`config.mk`:
```
export PLATFORM = sky130hd
export DESIGN_NAME = stable_priority_queue_core
export DESIGN_NICKNAME = d
export VERILOG_FILES = /design/src/design/spq_pkg.sv /design/src/design/stable_priority_queue_core.sv /design/src/design/spq_cell.sv /design/src/design/spq_out_buf.sv
export VERILOG_INCLUDE_DIRS = /design/src /design/src/design
export SDC_FILE = /design/constraint.sdc
export NUM_CORES = 1
export LEC_CHECK = 0
export ABC_AREA = 0
export BUFFER_PORTS_ARGS = -buffer_cell sky130_fd_sc_hd__buf_4
export CAP_MARGIN = 30
export CORE_MARGIN = 2
export CORE_UTILIZATION = 45
export CTS_BUF_LIST = sky130_fd_sc_hd__clkbuf_2 sky130_fd_sc_hd__clkbuf_4 sky130_fd_sc_hd__clkbuf_8
export CTS_CLUSTER_DIAMETER = 100
export DETAILED_ROUTE_END_ITERATION = 8
export GPL_TIMING_DRIVEN = 0
export PLACE_DENSITY = 0.62
export SLEW_MARGIN = 20
export SYNTH_ARGS = -nofsm -noshare
export SYNTH_HDL_FRONTEND = slang
export SYNTH_SLANG_ARGS = --single-unit
export TNS_END_PERCENT = 1
```
`constraint.sdc`:
```
create_clock -name clk -period 6.15 [get_ports clk]
set_input_delay 0.3075 -clock clk [delete_from_list [all_inputs] [get_ports clk]]
set_output_delay 0.3075 -clock clk [all_outputs]
set_load 0.1 [all_outputs]
```
`src/design/assert_macros.svh`:
```
// Assertion helpers for the queue core.
`ifndef ASSERT_MACROS_SVH
`define ASSERT_MACROS_SVH

// The consequent must hold in the same cycle as the antecedent.
`define ASSERT_SAME(label, clk, rst_n, ante, cons) \
    label: assert property (@(posedge clk) disable iff (!rst_n) (ante) |-> (cons)) \
        else $error("same-cycle assertion failed");

// The consequent must hold in the cycle after the antecedent.
`define ASSERT_NEXT(label, clk, rst_n, ante, cons) \
    label: assert property (@(posedge clk) disable iff (!rst_n) (ante) |=> (cons)) \
        else $error("next-cycle assertion failed");

`endif

```
`src/design/spq_pkg.sv`:
```
`default_nettype none

package spq_pkg;

    localparam int ID_W   = 8;
    localparam int PRIO_W = 8;
    localparam int OCC_W  = 5;

    // Request actions.
    localparam logic [1:0] ACT_ADD    = 2'd0;
    localparam logic [1:0] ACT_REMOVE = 2'd1;
    localparam logic [1:0] ACT_UPDATE = 2'd2;
    localparam logic [1:0] ACT_SERVE  = 2'd3;

    // Result status codes.
    localparam logic [1:0] ST_DONE   = 2'd0;
    localparam logic [1:0] ST_EMPTY  = 2'd1;
    localparam logic [1:0] ST_FULL   = 2'd2;
    localparam logic [1:0] ST_ABSENT = 2'd3;

    // Operations broadcast to every cell of the row.
    localparam logic [1:0] CELL_HOLD   = 2'd0;
    localparam logic [1:0] CELL_INSERT = 2'd1;
    localparam logic [1:0] CELL_DELETE = 2'd2;
    localparam logic [1:0] CELL_POP    = 2'd3;

    typedef struct packed {
        logic [1:0]        action;
        logic [ID_W-1:0]   entry_id;
        logic [PRIO_W-1:0] entry_priority;
    } req_t;

    typedef struct packed {
        logic [1:0]        status;
        logic              served_valid;
        logic [ID_W-1:0]   served_id;
        logic [PRIO_W-1:0] served_priority;
        logic [OCC_W-1:0]  occupancy;
    } rsp_t;

    typedef struct packed {
        logic [ID_W-1:0]   id;
        logic [PRIO_W-1:0] prio;
    } entry_t;

    typedef struct packed {
        logic [1:0] op;
        entry_t     entry;
    } cell_cmd_t;

    // Travels from a cell to its right-hand neighbor.
    typedef struct packed {
        entry_t entry;
        logic   ge;
        logic   seen;
    } cell_link_t;

endpackage

`default_nettype wire

```
`src/design/stable_priority_queue_core.sv`:
```
// Bounded priority queue of DEPTH entries kept in descending priority order, with
// entries of equal priority in arrival order, built as a row of identical cells
// that each hold one entry and trade entries with their neighbors. For add, remove
// and serve requests every cell compares its entry with the request at once and
// the cells beyond the slot shift right to open it or left to close one. An
// update request is a removal pass through the row followed by an insertion pass,
// and the request channel stalls during the second. Every request yields one
// result, registered behind a one-entry skid stage, so a request is still taken
// while one finished result waits; the channel stalls while the skid stage is
// occupied. Entries above the occupancy hold stale data and are never reported.
`default_nettype none
`include "assert_macros.svh"

module stable_priority_queue_core #(
    parameter int DEPTH = 16
) (
    input  wire logic          clk,
    input  wire logic          rst_n,
    input  wire logic          req_valid,
    output logic               req_stall,
    input  wire spq_pkg::req_t req,
    output logic               rsp_valid,
    input  wire logic          rsp_stall,
    output spq_pkg::rsp_t      rsp
);

    localparam int COUNT_W = $clog2(DEPTH + 1);
    localparam logic [COUNT_W-1:0] DEPTH_C = COUNT_W'(DEPTH);

    logic [COUNT_W-1:0]  count_reg;
    logic [COUNT_W-1:0]  count_next;
    logic                busy_reg;
    logic                busy_next;
    spq_pkg::entry_t     pend_reg;
    spq_pkg::entry_t     pend_next;

    logic                accept;
    logic                full;
    logic                found;
    logic                skid_full;
    logic                res_valid;
    spq_pkg::rsp_t       res;
    spq_pkg::cell_cmd_t  cmd;
    logic [DEPTH-1:0]    live;
    spq_pkg::cell_link_t lnk [DEPTH+1];
    logic [COUNT_W+spq_pkg::OCC_W-1:0] occ_wide;

    // The insertion pass of an update or a parked result holds the request channel.
    assign req_stall = busy_reg || skid_full;
    assign accept    = req_valid && !req_stall;
    assign full      = (count_reg == DEPTH_C);
    assign found     = lnk[DEPTH].seen;

    // Pick the operation that the row performs this cycle.
    always_comb
    begin
        cmd = '{op: spq_pkg::CELL_HOLD,
                entry: '{id: req.entry_id, prio: req.entry_priority}};
        if (busy_reg)
        begin
            cmd.entry = pend_reg;
            cmd.op    = full ? spq_pkg::CELL_HOLD : spq_pkg::CELL_INSERT;
        end
        else if (accept)
        begin
            unique case (req.action)
                spq_pkg::ACT_ADD:
                begin
                    cmd.op = full ? spq_pkg::CELL_HOLD : spq_pkg::CELL_INSERT;
                end
                spq_pkg::ACT_REMOVE, spq_pkg::ACT_UPDATE:
                begin
                    cmd.op = spq_pkg::CELL_DELETE;
                end
                spq_pkg::ACT_SERVE:
                begin
                    cmd.op = (count_reg == '0) ? spq_pkg::CELL_HOLD : spq_pkg::CELL_POP;
                end
                default:
                begin
                    cmd.op = spq_pkg::CELL_HOLD;
                end
            endcase
        end
    end

    // Result, occupancy and update sequencing.
    always_comb
    begin
        count_next = count_reg;
        busy_next  = busy_reg;
        pend_next  = pend_reg;
        res_valid  = 1'b0;
        res        = '0;
        if (busy_reg)
        begin
            // Insertion half of an update; the removal already happened.
            busy_next = 1'b0;
            res_valid = 1'b1;
            if (full)
            begin
                res.status = spq_pkg::ST_FULL;
            end
            else
            begin
                count_next = count_reg + 1'b1;
            end
        end
        else if (accept)
        begin
            unique case (req.action)
                spq_pkg::ACT_ADD:
                begin
                    res_valid = 1'b1;
                    if (full)
                    begin
                        res.status = spq_pkg::ST_FULL;
                    end
                    else
                    begin
                        count_next = count_reg + 1'b1;
                    end
                end
                spq_pkg::ACT_REMOVE:
                begin
                    res_valid = 1'b1;
                    if (found)
                    begin
                        count_next = count_reg - 1'b1;
                    end
                    else
                    begin
                        res.status = spq_pkg::ST_ABSENT;
                    end
                end
                spq_pkg::ACT_UPDATE:
                begin
                    // An absent id still gets added by the insertion pass.
                    busy_next = 1'b1;
                    pend_next = cmd.entry;
                    if (found)
                    begin
                        count_next = count_reg - 1'b1;
                    end
                end
                spq_pkg::ACT_SERVE:
                begin
                    res_valid = 1'b1;
                    if (count_reg == '0)
                    begin
                        res.status = spq_pkg::ST_EMPTY;
                    end
                    else
                    begin
                        res.served_valid    = 1'b1;
                        res.served_id       = lnk[1].entry.id;
                        res.served_priority = lnk[1].entry.prio;
                        count_next          = count_reg - 1'b1;
                    end
                end
                default:
                begin
                    res_valid = 1'b0;
                end
            endcase
        end
        occ_wide      = {{spq_pkg::OCC_W{1'b0}}, count_next};
        res.occupancy = occ_wide[spq_pkg::OCC_W-1:0];
    end

    always_ff @(posedge clk or negedge rst_n)
    begin
        if (!rst_n)
        begin
            count_reg <= '0;
            busy_reg  <= 1'b0;
        end
        else
        begin
            count_reg <= count_next;
            busy_reg  <= busy_next;
        end
    end

    always_ff @(posedge clk)
    begin
        pend_reg <= pend_next;
    end

    // The left end of the row sees an always-true ge so that slot zero takes
    // a new entry that outranks the head.
    assign lnk[0] = '{entry: cmd.entry, ge: 1'b1, seen: 1'b0};

    for (genvar i = 0; i < DEPTH; i++)
    begin : g_cell
        spq_pkg::entry_t right_entry;

        assign live[i] = (COUNT_W'(i) < count_reg);

        if (i == DEPTH - 1)
        begin : g_last
            assign right_entry = cmd.entry;
        end
        else
        begin : g_mid
            assign right_entry = lnk[i+2].entry;
        end

        spq_cell u_cell (
            .clk         (clk),
            .cmd         (cmd),
            .live        (live[i]),
            .left        (lnk[i]),
            .right_entry (right_entry),
            .link        (lnk[i+1])
        );
    end

    spq_out_buf u_out_buf (
        .clk       (clk),
        .rst_n     (rst_n),
        .res_valid (res_valid),
        .res       (res),
        .rsp_valid (rsp_valid),
        .rsp_stall (rsp_stall),
        .rsp       (rsp),
        .skid_full (skid_full)
    );

    // An accepted update always runs its insertion pass in the next cycle.
    `ASSERT_NEXT(a_update_second_pass, clk, rst_n,
                 accept && (req.action == spq_pkg::ACT_UPDATE), busy_reg)
    // The insertion pass clears busy_reg in the cycle after it starts.
    `ASSERT_NEXT(a_update_one_cycle, clk, rst_n, busy_reg, !busy_reg)
    // Serving a non-empty queue takes exactly one entry out.
    `ASSERT_NEXT(a_serve_pops_one, clk, rst_n,
                 accept && (req.action == spq_pkg::ACT_SERVE) && (count_reg != '0),
                 (count_reg + 1'b1) == $past(count_reg))
    // The two front entries stay in descending priority order.
    `ASSERT_SAME(a_head_ordered, clk, rst_n, live[1],
                 lnk[1].entry.prio >= lnk[2].entry.prio)

endmodule

`default_nettype wire

```
`src/design/spq_cell.sv`:
```
`default_nettype none

module spq_cell (
    input  wire logic               clk,
    input  wire spq_pkg::cell_cmd_t cmd,
    input  wire logic               live,
    input  wire spq_pkg::cell_link_t left,
    input  wire spq_pkg::entry_t    right_entry,
    output spq_pkg::cell_link_t     link
);

    spq_pkg::entry_t entry_reg;
    spq_pkg::entry_t entry_next;
    logic            ge;
    logic            seen;

    // Held entries form a descending run, so ge is true over a prefix of the row.
    assign ge   = live && (entry_reg.prio >= cmd.entry.prio);
    assign seen = left.seen ||
                  ((cmd.op == spq_pkg::CELL_DELETE) && live && (entry_reg.id == cmd.entry.id));

    always_comb
    begin
        entry_next = entry_reg;
        unique case (cmd.op)
            spq_pkg::CELL_INSERT:
            begin
                if (!ge)
                begin
                    entry_next = left.ge ? cmd.entry : left.entry;
                end
            end
            spq_pkg::CELL_DELETE:
            begin
                if (seen)
                begin
                    entry_next = right_entry;
                end
            end
            spq_pkg::CELL_POP:
            begin
                entry_next = right_entry;
            end
            default:
            begin
                entry_next = entry_reg;
            end
        endcase
    end

    always_ff @(posedge clk)
    begin
        entry_reg <= entry_next;
    end

    assign link = '{entry: entry_reg, ge: ge, seen: seen};

endmodule

`default_nettype wire

```
`src/design/spq_out_buf.sv`:
```
`default_nettype none

module spq_out_buf (
    input  wire logic          clk,
    input  wire logic          rst_n,
    input  wire logic          res_valid,
    input  wire spq_pkg::rsp_t res,
    output logic               rsp_valid,
    input  wire logic          rsp_stall,
    output spq_pkg::rsp_t      rsp,
    output logic               skid_full
);

    logic          valid_reg;
    logic          valid_next;
    logic          skid_valid_reg;
    logic          skid_valid_next;
    spq_pkg::rsp_t data_reg;
    spq_pkg::rsp_t data_next;
    spq_pkg::rsp_t skid_reg;
    spq_pkg::rsp_t skid_next;

    always_comb
    begin
        valid_next      = valid_reg;
        skid_valid_next = skid_valid_reg;
        data_next       = data_reg;
        skid_next       = skid_reg;
        if (!valid_reg || !rsp_stall)
        begin
            // The output slot is free or drains now: refill it, skid first.
            if (skid_valid_reg)
            begin
                data_next       = skid_reg;
                valid_next      = 1'b1;
                skid_valid_next = 1'b0;
            end
            else
            begin
                data_next  = res;
                valid_next = res_valid;
            end
        end
        else if (res_valid)
        begin
            skid_next       = res;
            skid_valid_next = 1'b1;
        end
    end

    always_ff @(posedge clk or negedge rst_n)
    begin
        if (!rst_n)
        begin
            valid_reg      <= 1'b0;
            skid_valid_reg <= 1'b0;
        end
        else
        begin
            valid_reg      <= valid_next;
            skid_valid_reg <= skid_valid_next;
        end
    end

    always_ff @(posedge clk)
    begin
        data_reg <= data_next;
        skid_reg <= skid_next;
    end

    assign rsp_valid = valid_reg;
    assign rsp       = data_reg;
    assign skid_full = skid_valid_reg;

endmodule

`default_nettype wire
```
==> impl_results.md, run 1 <==
- Number of synthesized flops with an enable pin: 320
- Post-Place Worst Slack: -50.7 ps
- Setup WS post-layout: 195 ps
- Max FO, Critical Path: 18
- Hold path start: rsp_stall
- Largest net degree at the start of global routing: 25
- Clock Skews: 29.0 ps
- CP startpoint: busy_reg
- Max-cap violations: 0
- Mapped Avg Cell Area: 10.1 um2
- Critical Path AT: 6290 ps
- Share of cells above drive strength 1: 11.5%
- Die X: 224 um
- Setup violations, final: 0
- CP endpoint kind: register
- Most frequent cells in the layout: edfxtp_1, o21ai_0, nand2_1, nor2_1, clkbuf_1
- Final Hold Fails: 0
- Synth Warn #: 0
- Worst-Skew Late Latency: 700 ps
- Most frequent CP cell: a21o_1
- Critical R2R Launch: busy_reg
- First DRT Iteration DRCs: approximately 2400
- Clock-pin slew on the worst setup and hold paths: around 60 ps
- Power density over the cells: 365 nW/um2
- Synthesized instance count: between 2000 and 2500
- Slowest Stage Delay on Critical Path: 580 ps
- Starting Density: approximately 46%
- Final worst path period share: 96.8%
- Critical R2R Capture: g_cell[12].u_cell.link[8]
- Placer Congestion: 0.974
- Layout area overhead: 13.7%
- Pre-antenna DRT Iters: 6
- DR DRC count: 0
- Commonest non-fill, non-tap cell in the layout: edfxtp_1
- Final nets: about 2400
- Crit path cell chain: buf_6 > buf_6 > buf_2 > mux2_2 > clkbuf_2 > buf_16 > ha_1 > nand2b_1 > a21o_1 > a21o_1 > a21o_1 > a21o_1 > a21o_1 > a21o_1 > a21oi_1 > clkbuf_1 > o21ai_0 > nand2_2
- Main synth FF type: edfxtp_1
- Gr ovfl total: 0
- WHS: between 100 and 150 ps
- Crit path depth: 18
- # clock sinks: 328
- CP Class: register to register
- CP Capture Point: g_cell[12].u_cell.link[8]
- Input/output buffers: between 40 and 50
- Max FFs per register: 256
- Worst min path class: input port to register
- Reg2reg path depth: 18
- Synth Register Bits: 328
- I/O pins: 48
- Die area: between 50000 and 60000 um2
- WL per Instance: 28.6 um
- DRT Wirelength: 84200 um
- Initial antenna violation count: 0
- Outcome: finished clean
- RSZ-0062 raised after global routing: false
- Fraction of registers with async set/reset: 2.44%
- FF-to-FF setup slack: 200 ps
- H-tree depth: 2
- Top delay family on crit path: buffers and inverters
- Die Ht: 224 um
- # rows: 80
- Slew Viols, Final: 0
- First-pass GRT wire length: between 100000 and 150000 um
- Post-synth design cell area: 21700 um2
- Dpl hpwl: 61300 um
- Vias per inst: 6.42
- Static Leak: 9.52 nW
- Vias in the first global route: roughly 18000
- Maximum vdd drop: 0.000175 V
- Slowest CP cell: a21oi_1
- Relative slew slack: between 20 and 30%
- Slew @ Worst Pin: between 1000 and 1500 ps
- Sequential share of the synthesized area: between 40% and 50%
- Tmin final: 5950 ps
- Post-route ant nets: 0
- Antenna cells: 0
- Syn Nets: ~2300
- TritonCTS clock tree: done
- Synth unique cells: 64
- CTS Buffer Depth: 3
- Root Driver: clkbuf_8
- Worst Path Buf+Inv: 6
- Critical Path Start Type: register
- Total GRT Usage: 33.4%
- Core Region: 47700 um2
- Required @ worst endpoint: 6480 ps
- Num CTS Buffers: 61
- Max frequency: 168 MHz
- Vias: 18900
==> per-layer routing <==
metal	vias to the layer above	part of all wire, %	GRT usage (%)
li1	8332	-	-
met1	9213	40	43.7
met2	1131	45	52.7
met3	267	9.4	6.49
met4	0	6.0	17.8
met5	-	0	0
==> cells by family (layout without fill, tap and decap cells) <==
family	Yosys count	after routing	synth area share [%]
AO/OA/AOI/OAI	541	541	15.4
multiplexers	164	164	7.91
buffers and inverters	222	408	4.05
flip-flops	328	328	45.1
AND/OR/NAND/NOR	626	626	14.4
adder cells (fa/ha/maj)	137	137	7.89
XOR/XNOR	130	130	5.27
==> timing repair <==
action                                 in CTS  in global routing
setup endpoints to repair                  55                100
setup buffers                               0                  0
hold buffers                                3                  0
gates resized for setup                     4                  8
endpoints found under the hold margin      10                  0
==> power breakdown <==
part | switching, mW | internal (mW) | total (mW)
registers | 0.426 | 3.08 | 3.50
clock network | 1.01 | 1.21 | 2.22
logic | 2.12 | 1.18 | 3.29
total | 3.55 | 5.46 | 9.01
==> worst min-delay path by stage <==
stage / to / slack [ps] / depth (start not counted)
global route: busy_reg / 180 / 4
floorplan: busy_reg / 10 / 0
detailed placement: u_out_buf.rsp_valid / 130 / 1
finish: u_out_buf.rsp_valid / 150 / 3
global placement: u_out_buf.rsp_valid / 130 / 1
CTS: busy_reg / 120 / 4
==> synth_stat cells, types with 35 or more instances <==
| master | n | area [um2] |
|---|---|---|
| a211oi_1 | 90 | 676 |
| a21o_1 | 91 | 683 |
| a21oi_1 | 62 | 310 |
| clkbuf_1 | 146 | 548 |
| edfxtp_1 | 320 | 9610 |
| ha_1 | 137 | 1710 |
| inv_1 | 35 | 131 |
| mux2i_1 | 140 | 1400 |
| nand2_1 | 159 | 597 |
| nor2_1 | 147 | 552 |
| nor4_1 | 107 | 669 |
| o21ai_0 | 251 | 1260 |
| or3_1 | 91 | 569 |
| xnor2_1 | 128 | 1120 |
==> worst min-delay path, delay by kind of cell <==
family / cells / cell delay (ps)
buffers and inverters: 1 / 70
AND/OR/NAND/NOR: 2 / 400
==> area by class of cell <==
| class | instances | area (um2) |
|---|---|---|
| fill | 4377 | 23000 |
| sequential | 328 | 9810 |
| clock inverter | 28 | 203 |
| multi-input combinational | 1598 | 11200 |
| buffer | 178 | 728 |
| tap | 615 | 769 |
| clock buffer | 83 | 1030 |
| inverter | 43 | 164 |
| timing repair buffer | 76 | 782 |
==> stage by stage <==
| stage | power (mW) | util, % | setup TNS [ps] | cells | area, um2 |
|---|---|---|---|---|---|
| global placement | 6.59 | 47.9 | -749450 | 2810 | 22900 |
| floorplan | 5.58 | - | 0 | 2148 | 21700 |
| finish | 9.01 | 51.8 | 0 | 2949 | 24700 |
| CTS | 8.94 | 51.7 | 0 | 2948 | 24700 |
| global route | 9.39 | 51.8 | 0 | 2949 | 24700 |
| detailed placement | 6.73 | 49.1 | -929 | 2834 | 23400 |
Power figures use the tool's default switching activity.
==> run 2, diff against run 1 <==
SETUP_SLACK_MARGIN = 0.4   (was unset)
==> impl_results.md, run 2 (synthesis results as in run 1) <==
- DR DRC count: 0 (unchanged)
- Die Ht: 224 um (unchanged)
- Setup WS post-layout: 480 ps (+285 ps)
- Pre-antenna DRT Iters: 6 (unchanged)
- Post-CTS setup buffers: 0 (unchanged)
- Maximum vdd drop: 0.000175 V (+0.25%)
- Starting Density: 45.5% (unchanged)
- Dpl hpwl: 61300 um (unchanged)
- Slew Viols, Final: 0 (unchanged)
- Max frequency: 176 MHz (+5.0%)
- Worst min path class: input port to register
- Placer Congestion: 0.974 (unchanged)
- Die X: 224 um (unchanged)
- Slowest CP cell: a21oi_1
- Max FFs per register: 256 (unchanged)
- Crit path cell chain: buf_6 > buf_6 > clkbuf_4 > mux2_2 > clkbuf_2 > ha_1 > nand2b_1 > a21o_1 > a21o_1 > a21o_1 > a21o_1 > a21o_1 > a21o_1 > a21oi_1 > clkbuf_1 > nor3_1 > o22ai_2 > buf_6
- Commonest non-fill, non-tap cell in the layout: edfxtp_1
- Required @ worst endpoint: 6540 ps (+60 ps)
- Total GRT Usage: 33.4% (unchanged)
- DR top layer: met4
- Post-Place Worst Slack: -50.7 ps (unchanged)
- DRT met1 WL: 33500 um (about the same)
- Clock Skews: 18.2 ps (-10.8 ps)
- # rows: 80 (unchanged)
- # clock sinks: 328 (unchanged)
- Slowest Stage Delay on Critical Path: 650 ps (+70 ps)
- Gr ovfl total: 0 (unchanged)
- Core Region: 47700 um2 (unchanged)
- Design area: 24700 um2 (about the same)
- Final worst path period share: 92.2% (-4.6 points)
- Met3 wire len: 8040 um (+2.0%)
- Root Driver: clkbuf_8
- I/O pins: 48 (unchanged)
- WL met2: 38100 um (+0.80%)
- Initial antenna violation count: 0 (unchanged)
- Vias per inst: 6.42 (about the same)
- Post-route ant nets: 0 (unchanged)
- Input/output buffers: 47 (unchanged)
- TritonCTS clock tree: done
- Setup violations, final: 0 (unchanged)
- Critical Path Start Type: register
- Critical Path AT: 6060 ps (-230 ps)
- Most frequent CP cell: a21o_1
- CP Class: register to register
- First DRT Iteration DRCs: 2376 (-1.0%)
- Share of cells above drive strength 1: 11.8% (+0.29 points)
- CTS Buffer Depth: 3 (unchanged)
- RSZ-0062 raised after global routing: true
- Layout area overhead: 13.8% (about the same)
- Outcome: finished clean
- Static Leak: 9.54 nW (+0.15%)
- H-tree depth: 2 (unchanged)
- Placed Area: 23400 um2 (unchanged)
- DRT Wirelength: 84400 um (+0.26%)
- Power density over the cells: 365 nW/um2 (+0.14%)
- Clock-pin slew on the worst setup and hold paths: 60 ps (about the same)
- First-pass GRT wire length: 123000 um (unchanged)
- Num CTS Buffers: 61 (unchanged)
- CP endpoint kind: register
- Tmin final: 5670 ps (-285 ps)
- Max FO, Critical Path: 13 (-5)
- Relative slew slack: 27.5% (+0.16 points)
- Most frequent cells in the layout: edfxtp_1, o21ai_0, nand2_1, nor2_1, ha_1
- Slew @ Worst Pin: 1090 ps (-2.42 ps)
- Final Hold Fails: 0 (unchanged)
- Final nets: 2446 (+0.041%)
- Die area: 50100 um2 (unchanged)
- Worst-Skew Late Latency: 690 ps (about the same)
- Max-cap violations: 0 (unchanged)
- Vias in the first global route: 18400 (unchanged)
- Largest net degree at the start of global routing: 25 (unchanged)
- WL per Instance: 28.6 um (+0.19%)
- Vias: 18900 (+0.011%)
[run 2: layout make-up]
type / count / area [um2]
Antenna cell: 1 / 2.50
Buffer: 179 / 743
Clock buffer: 83 / 1030
Clock inverter: 28 / 203
Fill cell: 4372 / 23000
Inverter: 43 / 164
Multi-Input combinational cell: 1598 / 11200
Sequential cell: 328 / 9810
Tap cell: 615 / 769
Timing Repair Buffer: 76 / 782
[run 2: power by group]
part | internal (mW) | total (mW) | switching (mW)
Sequential | 3.08 | 3.50 | 0.427
Clock | 1.21 | 2.22 | 1.02
Combinational | 1.18 | 3.31 | 2.12
[run 2: final timing paths]
check,from,endpoint,slack (ps),cells past startpoint
min in group asynchronous,rst_n,count_reg[0],600,3
max reg2reg,busy_reg,g_cell[0].u_cell.link[9],480,18
min reg2reg,u_out_buf.skid_reg[8],u_out_buf.rsp[8],530,1
max,busy_reg,g_cell[0].u_cell.link[9],480,18
min,rsp_stall,u_out_buf.rsp_valid,140,3
max in group asynchronous,rst_n,count_reg[4],5270,3
[run 2: timing repair]
item	in CTS	in global routing
cloned	0	0
setup endpoints to repair	215	254
pin swaps	0	0
resized for setup	6	17
endpoints found under the hold margin	10	0
hold buffers	3	0
[run 2: critical path: cells and delay by family (launching register included)]
| kind | cells | cell delay (ps) |
|---|---|---|
| muxes | 1 | 540 |
| buffers and inverters | 6 | 1860 |
| and+or+nand+nor | 2 | 270 |
| DFF | 1 | 340 |
| AOI/OAI and AO/OA | 8 | 1950 |
| adders and majority gates | 1 | 380 |
[run 2: per-layer routing]
metal  up-vias  global-route usage [%]
met3       253                    6.49
li1       8335                       -
met1      9239                    43.7
met5         -                       0
met4         0                    17.8
met2      1118                    52.7
[run 2: through the flow]
stage / total power [mW] / util (%) / std cells / hold WS, ps / setup TNS, ps
after global routing: 9.40 / 51.8 / 2950 / 179 / 0
after floorplan: 5.58 / - / 2148 / 11.9 / 0
after CTS: 8.94 / 51.7 / 2948 / 119 / 0
after detailed placement: 6.73 / 49.1 / 2834 / 133 / -929
final: 9.03 / 51.8 / 2951 / 145 / 0
after global placement: 6.59 / 47.9 / 2810 / 131 / -749450
